[config.mk]
export PLATFORM = sky130hd
export DESIGN_NAME = cpu_task_scheduler_rr_hpf_srtn_unit
export DESIGN_NICKNAME = d
export VERILOG_FILES = /design/src/hw/rtl/cts_pkg.sv /design/src/hw/rtl/cpu_task_scheduler_rr_hpf_srtn_unit.sv /design/src/hw/rtl/cts_compare.sv
export VERILOG_INCLUDE_DIRS = /design/src /design/src/hw/rtl
export SDC_FILE = /design/constraint.sdc
export NUM_CORES = 2
export LEC_CHECK = 0
export BUFFER_PORTS_ARGS = -buffer_cell sky130_fd_sc_hd__buf_2
export CORE_MARGIN = 2
export CORE_UTILIZATION = 55
export DETAILED_ROUTE_END_ITERATION = 10
export PLACE_DENSITY = 0.76
export SYNTH_ARGS = -nofsm -noshare
export SYNTH_HDL_FRONTEND = slang
export SYNTH_SLANG_ARGS = --single-unit
[constraint.sdc]
create_clock -name clk -period 7.9 [get_ports clk]
set_input_delay 1.58 -clock clk [delete_from_list [all_inputs] [get_ports clk]]
set_output_delay 1.58 -clock clk [all_outputs]
set_load 0.02 [all_outputs]
[src/hw/rtl/cpu_task_scheduler_rr_hpf_srtn_unit_macros.svh]
// Assertion macros for the task scheduler.
`ifndef CPU_TASK_SCHEDULER_RR_HPF_SRTN_UNIT_MACROS_SVH
`define CPU_TASK_SCHEDULER_RR_HPF_SRTN_UNIT_MACROS_SVH
`ifndef SYNTH
`define CTS_ASSERT_IMPL(label, clk, rst_n, prop, msg) \
	label: assert property (@(posedge clk) disable iff (!rst_n) (prop)) else $error(msg);
`define CTS_ASSERT_NEXT(label, clk, rst_n, ante, cons, msg) \
	label: assert property (@(posedge clk) disable iff (!rst_n) (ante) |=> (cons)) \
		else $error(msg);
`else
`define CTS_ASSERT_IMPL(label, clk, rst_n, prop, msg)
`define CTS_ASSERT_NEXT(label, clk, rst_n, ante, cons, msg)
`endif
`endif

[src/hw/rtl/cts_pkg.sv]
// Types and constants shared by the task scheduler modules.
package cts_pkg;
	localparam int IdW = 8;
	localparam int RemW = 16;
	localparam int PriW = 8;
	localparam int OrdW = 16;
	localparam int QntW = 8;

	localparam logic [2:0] EV_NONE = 3'd0;
	localparam logic [2:0] EV_START = 3'd1;
	localparam logic [2:0] EV_RESUME = 3'd2;
	localparam logic [2:0] EV_FINISH = 3'd3;
	localparam logic [2:0] EV_PREEMPT = 3'd4;
	localparam logic [2:0] EV_DROP = 3'd5;

	localparam logic OP_ARRIVE = 1'b0;
	localparam logic OP_TICK = 1'b1;

	localparam logic [1:0] MODE_RR = 2'd0;
	localparam logic [1:0] MODE_HPF = 2'd1;
	localparam logic [1:0] MODE_SRTN = 2'd2;
	localparam logic [1:0] MODE_SPARE = 2'd3;

	localparam logic CFG_MODE = 1'b0;
	localparam logic CFG_QUANTUM = 1'b1;

	typedef struct packed {
		logic operation;
		logic [IdW-1:0] task_id;
		logic [RemW-1:0] run_time;
		logic [PriW-1:0] task_priority;
	} in_item_t;

	typedef struct packed {
		logic [2:0] event_kind;
		logic [IdW-1:0] subject_id;
		logic cpu_busy;
		logic [IdW-1:0] current_id;
		logic [RemW-1:0] current_remaining;
		logic last_result;
	} out_item_t;

	typedef struct packed {
		logic [IdW-1:0] id;
		logic [RemW-1:0] rem;
		logic [PriW-1:0] pri;
		logic started;
		logic [OrdW-1:0] order;
	} slot_t;

	typedef enum logic [3:0] {
		ST_IDLE,
		ST_SCAN,
		ST_DECIDE,
		ST_DISPATCH,
		ST_REINSERT,
		ST_EMIT1,
		ST_EMIT2
	} state_t;
endpackage

[src/hw/rtl/cpu_task_scheduler_rr_hpf_srtn_unit.sv]
// The first result of a request is followed by the second one, if there is one.
// One slot per cycle runs through a single shared compare unit during the table scan.
// One item is handled at a time; ready returns after all results are taken.
// Results sit in an output register; the next item is accepted only after the last one.
// Reset (arst_n low, asynchronous) empties the table and idles the CPU; no clearing pass.
module cpu_task_scheduler_rr_hpf_srtn_unit #(
	parameter int READY_SLOTS = 16
) (
	input logic clk,
	input logic arst_n,
	input logic in_valid,
	output logic in_stall,
	input cts_pkg::in_item_t in_data,
	output logic out_valid,
	input logic out_stall,
	output cts_pkg::out_item_t out_data,
	input logic cfg_we,
	input logic cfg_index,
	input logic [7:0] cfg_data
);
	import cts_pkg::*;
	`include "cpu_task_scheduler_rr_hpf_srtn_unit_macros.svh"

	localparam int SW = (READY_SLOTS > 1) ? $clog2(READY_SLOTS) : 1;
	localparam int CW = $clog2(READY_SLOTS + 1);

	// config
	logic [1:0] mode_q;
	logic [QntW-1:0] quantum_q;

	// table
	logic [READY_SLOTS-1:0] valid_q;
	slot_t slots_q [READY_SLOTS];

	// running task
	logic run_valid_q;
	logic [IdW-1:0] run_id_q;
	logic [RemW-1:0] run_rem_q;
	logic [PriW-1:0] run_pri_q;
	logic [QntW-1:0] qleft_q;
	logic [OrdW-1:0] order_q;

	// item and scan
	state_t state_q, state_d;
	in_item_t item_q;
	logic [CW-1:0] idx_q;
	logic [SW-1:0] best_q;
	logic best_ok_q;
	logic [SW-1:0] free_q;
	logic free_ok_q;
	logic [2:0] ev1_q, ev2_q;
	logic [IdW-1:0] sub1_q, sub2_q;
	logic two_q;
	logic [1:0] plan_q;
	logic [IdW-1:0] old_id_q;
	logic [RemW-1:0] old_rem_q;
	logic [PriW-1:0] old_pri_q;
	out_item_t out_q;
	logic out_valid_q;

	localparam logic [1:0] PL_NONE = 2'd0;
	localparam logic [1:0] PL_DISP = 2'd1;
	localparam logic [1:0] PL_RRROT = 2'd2;

	logic [SW-1:0] cidx;
	logic [SW-1:0] ins_idx;
	logic cand_better;
	logic [RemW-1:0] rt_eff;
	logic [RemW-1:0] dec_rem;
	logic [QntW-1:0] dec_q;
	logic [QntW-1:0] qeff;

	assign cidx = idx_q[SW-1:0];
	// rotated task goes to the first free slot once the dispatched one is freed
	assign ins_idx = (free_ok_q && free_q < best_q) ? free_q : best_q;
	assign qeff = (quantum_q == '0) ? QntW'(1) : quantum_q;
	assign rt_eff = (item_q.run_time == '0) ? RemW'(1) : item_q.run_time;
	assign dec_rem = (run_rem_q != '0) ? run_rem_q - RemW'(1) : run_rem_q;
	assign dec_q = (qleft_q != '0) ? qleft_q - QntW'(1) : qleft_q;

	function automatic logic [QntW-1:0] qfor(input logic [RemW-1:0] r, input logic [QntW-1:0] q);
		qfor = (r < RemW'(q)) ? r[QntW-1:0] : q;
	endfunction

	cts_compare u_cmp (
		.mode(mode_q),
		.order_now(order_q),
		.cand(slots_q[cidx]),
		.best(slots_q[best_q]),
		.better(cand_better)
	);

	assign in_stall = (state_q != ST_IDLE) || out_valid_q;
	assign out_valid = out_valid_q;
	assign out_data = out_q;

	// next state
	always_comb begin
		state_d = state_q;
		unique case (state_q)
			ST_IDLE: if (in_valid && !in_stall) state_d = ST_SCAN;
			ST_SCAN: if (idx_q == CW'(READY_SLOTS - 1)) state_d = ST_DECIDE;
			ST_DECIDE: state_d = ST_DISPATCH;
			ST_DISPATCH: state_d = ST_REINSERT;
			ST_REINSERT: state_d = ST_EMIT1;
			ST_EMIT1: if (!out_valid_q || !out_stall) state_d = two_q ? ST_EMIT2 : ST_IDLE;
			ST_EMIT2: if (!out_valid_q || !out_stall) state_d = ST_IDLE;
			default: state_d = ST_IDLE;
		endcase
	end

	always_ff @(posedge clk or negedge arst_n) begin
		if (!arst_n) state_q <= ST_IDLE;
		else state_q <= state_d;
	end

	// config writes
	always_ff @(posedge clk or negedge arst_n) begin
		if (!arst_n) begin
			mode_q <= MODE_RR;
			quantum_q <= QntW'(1);
		end else if (cfg_we) begin
			unique case (cfg_index)
				CFG_MODE: mode_q <= cfg_data[1:0];
				CFG_QUANTUM: quantum_q <= cfg_data;
				default: ;
			endcase
		end
	end

	// slot payload, no reset
	always_ff @(posedge clk) begin
		if (state_q == ST_DECIDE && free_ok_q && item_q.operation == OP_ARRIVE) begin
			if (mode_q[1] && run_valid_q && rt_eff < run_rem_q)
				slots_q[free_q] <= '{run_id_q, run_rem_q, run_pri_q, 1'b1, order_q};
			else
				slots_q[free_q] <= '{item_q.task_id, rt_eff, item_q.task_priority, 1'b0, order_q};
		end else if (state_q == ST_REINSERT && plan_q == PL_RRROT) begin
			slots_q[ins_idx] <= '{old_id_q, old_rem_q, old_pri_q, 1'b1, order_q};
		end
	end

	// main sequencer datapath
	always_ff @(posedge clk or negedge arst_n) begin
		if (!arst_n) begin
			valid_q <= '0;
			run_valid_q <= 1'b0;
			run_id_q <= '0;
			run_rem_q <= '0;
			run_pri_q <= '0;
			qleft_q <= '0;
			order_q <= '0;
			out_valid_q <= 1'b0;
			idx_q <= '0;
			best_q <= '0;
			best_ok_q <= 1'b0;
			free_q <= '0;
			free_ok_q <= 1'b0;
			two_q <= 1'b0;
			plan_q <= PL_NONE;
		end else begin
			if (out_valid_q && !out_stall) out_valid_q <= 1'b0;
			unique case (state_q)
				ST_IDLE: begin
					if (in_valid && !in_stall) begin
						item_q <= in_data;
						idx_q <= '0;
						best_ok_q <= 1'b0;
						free_ok_q <= 1'b0;
						best_q <= '0;
						free_q <= '0;
					end
				end
				ST_SCAN: begin
					// one slot per cycle: free search and best search
					if (!valid_q[cidx] && !free_ok_q) begin
						free_ok_q <= 1'b1;
						free_q <= cidx;
					end
					if (valid_q[cidx] && (!best_ok_q || cand_better)) begin
						best_ok_q <= 1'b1;
						best_q <= cidx;
					end
					idx_q <= idx_q + CW'(1);
				end
				ST_DECIDE: begin
					two_q <= 1'b0;
					plan_q <= PL_NONE;
					ev1_q <= EV_NONE;
					sub1_q <= '0;
					if (item_q.operation == OP_ARRIVE) begin
						if (!free_ok_q) begin
							ev1_q <= EV_DROP;
							sub1_q <= item_q.task_id;
						end else if (mode_q[1] && run_valid_q && rt_eff < run_rem_q) begin
							valid_q[free_q] <= 1'b1;
							order_q <= order_q + OrdW'(1);
							ev1_q <= EV_PREEMPT;
							sub1_q <= run_id_q;
							ev2_q <= EV_START;
							sub2_q <= item_q.task_id;
							two_q <= 1'b1;
							run_id_q <= item_q.task_id;
							run_rem_q <= rt_eff;
							run_pri_q <= item_q.task_priority;
							qleft_q <= qfor(rt_eff, qeff);
						end else begin
							valid_q[free_q] <= 1'b1;
							order_q <= order_q + OrdW'(1);
							if (!run_valid_q) begin
								// table was empty, so the new task runs at once
								ev1_q <= EV_START;
								sub1_q <= item_q.task_id;
								run_valid_q <= 1'b1;
								run_id_q <= item_q.task_id;
								run_rem_q <= rt_eff;
								run_pri_q <= item_q.task_priority;
								qleft_q <= qfor(rt_eff, qeff);
								plan_q <= PL_NONE;
								best_q <= free_q;
								best_ok_q <= 1'b1;
							end
						end
					end else if (run_valid_q) begin
						run_rem_q <= dec_rem;
						qleft_q <= dec_q;
						if (dec_rem == '0) begin
							ev1_q <= EV_FINISH;
							sub1_q <= run_id_q;
							run_valid_q <= 1'b0;
							if (best_ok_q) plan_q <= PL_DISP;
						end else if (mode_q == MODE_RR && dec_q == '0) begin
							if (best_ok_q) begin
								ev1_q <= EV_PREEMPT;
								sub1_q <= run_id_q;
								old_id_q <= run_id_q;
								old_rem_q <= dec_rem;
								old_pri_q <= run_pri_q;
								run_valid_q <= 1'b0;
								plan_q <= PL_RRROT;
							end else begin
								qleft_q <= qfor(dec_rem, qeff);
							end
						end
					end
				end
				ST_DISPATCH: begin
					// first result is loaded into the output register with the state it reports;
					// an arrival preempt shows the CPU idle here
					out_q.event_kind <= ev1_q;
					out_q.subject_id <= sub1_q;
					out_q.cpu_busy <= run_valid_q && !two_q;
					out_q.current_id <= (run_valid_q && !two_q) ? run_id_q : '0;
					out_q.current_remaining <= (run_valid_q && !two_q) ? run_rem_q : '0;
					out_q.last_result <= 1'b1;
					if (ev1_q == EV_START && item_q.operation == OP_ARRIVE)
						valid_q[best_q] <= 1'b0;
					if (plan_q == PL_DISP || plan_q == PL_RRROT) begin
						valid_q[best_q] <= 1'b0;
						run_valid_q <= 1'b1;
						run_id_q <= slots_q[best_q].id;
						run_rem_q <= slots_q[best_q].rem;
						run_pri_q <= slots_q[best_q].pri;
						qleft_q <= qfor(slots_q[best_q].rem, qeff);
						ev2_q <= slots_q[best_q].started ? EV_RESUME : EV_START;
						sub2_q <= slots_q[best_q].id;
						two_q <= 1'b1;
						out_q.last_result <= 1'b0;
					end
					if (two_q) out_q.last_result <= 1'b0;
				end
				ST_REINSERT: begin
					// rotated task takes the first free slot as newest entry
					if (plan_q == PL_RRROT) begin
						valid_q[ins_idx] <= 1'b1;
						order_q <= order_q + OrdW'(1);
					end
				end
				ST_EMIT1: begin
					if (!out_valid_q || !out_stall) begin
						out_valid_q <= 1'b1;
						if (two_q) begin
							out_q.event_kind <= ev1_q;
						end
					end
				end
				ST_EMIT2: begin
					if (!out_valid_q || !out_stall) begin
						out_valid_q <= 1'b1;
						out_q.event_kind <= ev2_q;
						out_q.subject_id <= sub2_q;
						out_q.cpu_busy <= 1'b1;
						out_q.current_id <= run_id_q;
						out_q.current_remaining <= run_rem_q;
						out_q.last_result <= 1'b1;
					end
				end
				default: ;
			endcase
		end
	end

	`CTS_ASSERT_IMPL(a_busy_fields, clk, arst_n,
		!(out_valid && !out_data.cpu_busy) || (out_data.current_id == '0), "idle CPU shows id")
	`CTS_ASSERT_NEXT(a_out_hold, clk, arst_n, out_valid && out_stall,
		out_valid && $stable(out_data), "stalled result changed")
	`CTS_ASSERT_NEXT(a_accept_busy, clk, arst_n, in_valid && !in_stall, in_stall,
		"block took a second item while working")
endmodule

[src/hw/rtl/cts_compare.sv]
// Shared compare unit: is candidate slot better than the current best.
module cts_compare (
	input logic [1:0] mode,
	input logic [cts_pkg::OrdW-1:0] order_now,
	input cts_pkg::slot_t cand,
	input cts_pkg::slot_t best,
	output logic better
);
	import cts_pkg::*;
	logic [OrdW-1:0] age_c;
	logic [OrdW-1:0] age_b;

	always_comb begin
		age_c = order_now - cand.order;
		age_b = order_now - best.order;
		if (mode == MODE_HPF && cand.pri != best.pri) begin
			better = cand.pri < best.pri;
		end else if (mode[1] && cand.rem != best.rem) begin
			better = cand.rem < best.rem;
		end else begin
			better = age_c > age_b;
		end
	end
endmodule

==> metrics list <==
* Fraction of final layout cells with drive strength greater than 1: 27.0%
- Maximum clock frequency: 151 MHz
- Summed over all cells, the static leakage comes to 17.9 nW.
* Initial detailed-routing violation count: approximately 4,100
* Hold path startpoint: run_pri_q[2]
- Clock tree from TritonCTS: done
- Yosys attributes the largest share of cell area to sky130_fd_sc_hd__edfxtp_1, sky130_fd_sc_hd__mux4_2, sky130_fd_sc_hd__dfrtp_1.
- The clock arrives with 0.0531 ns of skew.
- The worst hold path terminates at old_pri_q[2].
- Placed instance area: just over 50,000 um2
- Total Neg Setup Slack: 0 ns
* Clock insertion delay at the later pin of the skew report: about 0.70 ns
- The via count of the first global-routing pass was around 30,000.
- Syn Nets: roughly 3,100
- Setup slack of the most critical reg-to-reg path: ~1.3 ns
* Multiplexer fraction of the synthesized cell area: 22.3%
- Counting every sink on the clock net gives 1,012.
* Synthesis warning total: 0
* Detailed-route vias per instance: 6.87
- By startpoint and endpoint, the worst setup path is classified as flop to flop.
- I/O pins: 86
- For the pin with the worst max-slew slack, the measured transition is 1.34 ns.
- Startpoint of the worst-slack reg-to-reg timing path: best_q[0]
* Worst endpoint data arrival time: 7.21 ns
* Distinct cell type count after synthesis: 92
- Number of hold violations in the final report: 0
- Highest-delay cell along the critical path: sky130_fd_sc_hd__dfrtp_4
- The run finished with clean final reports.
- Hold_buf cts: 0
- The initial utilization of the core area, before any placement, comes to 55.6%.
- Count of buffers added by post-CTS timing repair for setup: 0
* Final setup violation count: 0
- Via total after detailed routing: 29,538
- Maximum number of pins on one net before global-route repair: between 90 and 100
- At the worst endpoint, the required time is 8.47 ns.
- Summing every instance area after synthesis gives 49,200 um2.
- Final Instance Count excl. Fillers: 4,297
- Kind of path behind the tightest hold check: flop to flop
- Maximum level of the CTS H-tree: 3
- Xor and xnor area share after synthesis: 0.943%
* Synth-to-Final Area Change: 11.0%
- The die covers slightly above 90,000 um2.
- The initial antenna violation count came to 1.
- For this run, the register share of the synthesized area comes to 60.6%.
- Core box area: 88,500 um2
- Of all cell types, the one taking the most synthesized area is sky130_fd_sc_hd__edfxtp_1.
* Wire length per cell: 29.6 um
- Highest fanout seen on the critical path: 38
- Power density of the placed cells: 334 nW/um2
- PortBufs: 85
- Count leader, synth: sky130_fd_sc_hd__edfxtp_1
- The pre-antenna-repair detailed-routing pass consisted of 6 iterations.
- Hold timing on the final database bottoms out at a slack of approximately 0.5 ns.
- Yosys top cell area share: 55.3%
* Critical Path Max Stage Delay: approximately 0.92 ns
- Final estimated routing congestion in global placement: 0.954
- Of the available clock period, the critical path in the final layout requires 84.0%.
- The first global-routing pass estimated about 190 mm of wire.
- Fin util: about three fifths
- Final std cell area, no fill: 54,700 um2
- CTS root buffer: sky130_fd_sc_hd__clkbuf_16
- Post-synthesis average cell area: 16.6 um2
* Fraction of the mapped netlist area in compound gates: 5.09%
- GRT Util Overall: 28.1%
- Critical Path Start Type: flop
- IR analysis of the VDD net gives a maximum drop of 0.226 mV.
- Max-slew headroom at the worst pin: 10.3%
- Bufs on Longest Clock Path: 3
- The total overflow left after global routing is 0.
- The number of gates resized after CTS was 0.
* Net count of the finished layout: 3,209
* FFs w/ async S/R, synth: 10.4%
- Including well taps, the total number of placed cells is 4,103.
- The worst hold path was traced through 0 stages.
- Wires add up to between 100 and 150 mm.
- Adder and majority gate portion of the synthesized area: 3.08%
* Count of maximum capacitance violations: 0
- Final number of max-transition violations: 0
* Prevailing post-synth register cell: sky130_fd_sc_hd__edfxtp_1
- Simple-gate share of the synthesized area: 5.62%
* Setup repair after global routing missed its margin: no
* DRC: 0
- Clock-pin transition on the worst setup and hold timing paths: ~0.060 ns
- Critical Path End Type: flop
- By area, the combinational part of the netlist is dominated by multiplexers.
* Y dimension of the die: 303 um
- The floorplan step set the die width to 303 um.
- Worst reg2reg endpoint: best_q[2]
- Synthesis inferred 1,012 register bits.
- Antenna Violating Nets Remaining: 0
* Min Clock Period, post-route: between 6 and 7 ns
- Number of enable flip-flop cells after synthesis: 907
* TritonCTS Buffers: 102
* Detailed Place HPWL: a little under 80 mm
- The signal on the critical path passes through mux4_2 > mux4_2 > inv_1 > ha_1 > nor2b_1 > o21ai_0 > a21oi_1 > o21bai_1 > a21boi_0 > o31ai_1 > mux2i_1 > a2111oi_0 > ha_1 > nand2_1 > or3_1 > o311ai_0 > or2_2 > o22ai_1 > a311oi_1 > nand3b_1.
- Row Count: about 110
- Top post-synthesis cells by count: sky130_fd_sc_hd__edfxtp_1, sky130_fd_sc_hd__mux4_2, sky130_fd_sc_hd__nand2_1
* FF-to-FF path depth: 20
- In the synthesized netlist, the number of instances is slightly below 3,000.
==> per-layer routing <==
layer  global-route usage, %  vias to the layer above  wire (um)
met1                    38.4                    15252      48400
met3                    5.25                      296      12600
met5                       0                        -          0
met4                    10.1                        0       4500
li1                        -                    12160          -
met2                    45.7                     1830      61800
==> through the flow <==
step	setup WS, ns	power (mW)
3_5_place_dp	1.40	13.3
5_1_grt	0.712	19.1
6_report	1.26	18.3
3_3_place_gp	1.53	13.1
4_1_cts	1.26	18.2
2_1_floorplan	1.58	11.6
==> power by group <==
group | internal [mW] | switching, mW | total [mW] | leakage (nW)
sequential | 6.26 | 0.484 | 6.74 | 8.97
combinational | 2.87 | 3.74 | 6.61 | 7.31
clock | 2.81 | 2.12 | 4.93 | 1.65
==> area by class of cell <==
cell class	count	area, um2
Sequential cell	1012	29900
Fill cell	6121	33900
Clock inverter	71	777
Inverter	112	423
Multi-Input combinational cell	1665	18400
Clock buffer	121	2650
Antenna cell	2	5.00
Tap cell	1165	1460
Timing Repair Buffer	149	1100
==> worst max-delay path, delay by kind of cell, from the launching register on <==
kind	cells	cell delay, ns
AOI/OAI and AO/OA	9	2.85
adders and majority gates	2	0.46
buffers and inverters	1	0.11
DFF	1	0.92
muxes	3	1.22
and+or+nand+nor	5	0.91
==> flip-flops by register name, summed over array words and instances (netlist names), 4 cells and up <==
register and count:
free_q 4, old_pri_q 8, quantum_q 8, slots_q 784, item_q 33, valid_q 16
order_q 16, idx_q 5, sub1_q 8, sub2_q 8, qleft_q 8, best_q 4
run_id_q 8, run_rem_q 16, old_id_q 8, out_data 37, run_pri_q 8, old_rem_q 16
==> cell families (layout without fill, tap and decap cells) <==
family | after synthesis | after routing
xor gates and xnor gates | 53 | 53
muxes | 540 | 540
adders and majority gates | 120 | 120
DFF | 1012 | 1012
and+or+nand+nor | 568 | 568
buffers and inverters | 290 | 453
other | 0 | 2
AOI/OAI and AO/OA | 384 | 384
==> cell usage in the layout (no fill, tap or decap), types with 20 or more instances in the layout <==
cell type	n
sky130_fd_sc_hd__and2_1	30
sky130_fd_sc_hd__o21ai_0	87
sky130_fd_sc_hd__o21ai_1	50
sky130_fd_sc_hd__a21oi_1	69
sky130_fd_sc_hd__mux4_2	440
sky130_fd_sc_hd__dfrtp_1	98
sky130_fd_sc_hd__mux2i_1	62
sky130_fd_sc_hd__nand3_1	40
sky130_fd_sc_hd__buf_2	84
sky130_fd_sc_hd__ha_1	118
sky130_fd_sc_hd__nand2_1	229
sky130_fd_sc_hd__clkbuf_16	103
sky130_fd_sc_hd__clkinv_2	22
sky130_fd_sc_hd__or3_1	21
sky130_fd_sc_hd__buf_4	50
sky130_fd_sc_hd__mux2_2	37
sky130_fd_sc_hd__edfxtp_1	907
sky130_fd_sc_hd__clkinv_1	21
sky130_fd_sc_hd__inv_1	110
sky130_fd_sc_hd__a21o_1	25
sky130_fd_sc_hd__nor2_1	86
sky130_fd_sc_hd__xor2_1	20
sky130_fd_sc_hd__xnor2_1	33
sky130_fd_sc_hd__nor2b_1	29
==> worst max-delay path by stage <==
stage,start,to,slack [ns]
6_report,best_q[0],best_q[2],1.26
2_1_floorplan,best_q[0],best_q[0],1.58
3_5_place_dp,best_q[0],best_q[2],1.40
4_1_cts,best_q[0],best_q[2],1.26
3_3_place_gp,best_q[0],best_q[1],1.53
5_1_grt,best_q[0],best_q[2],0.71
Note: power is estimated with default switching activity, not from simulation.
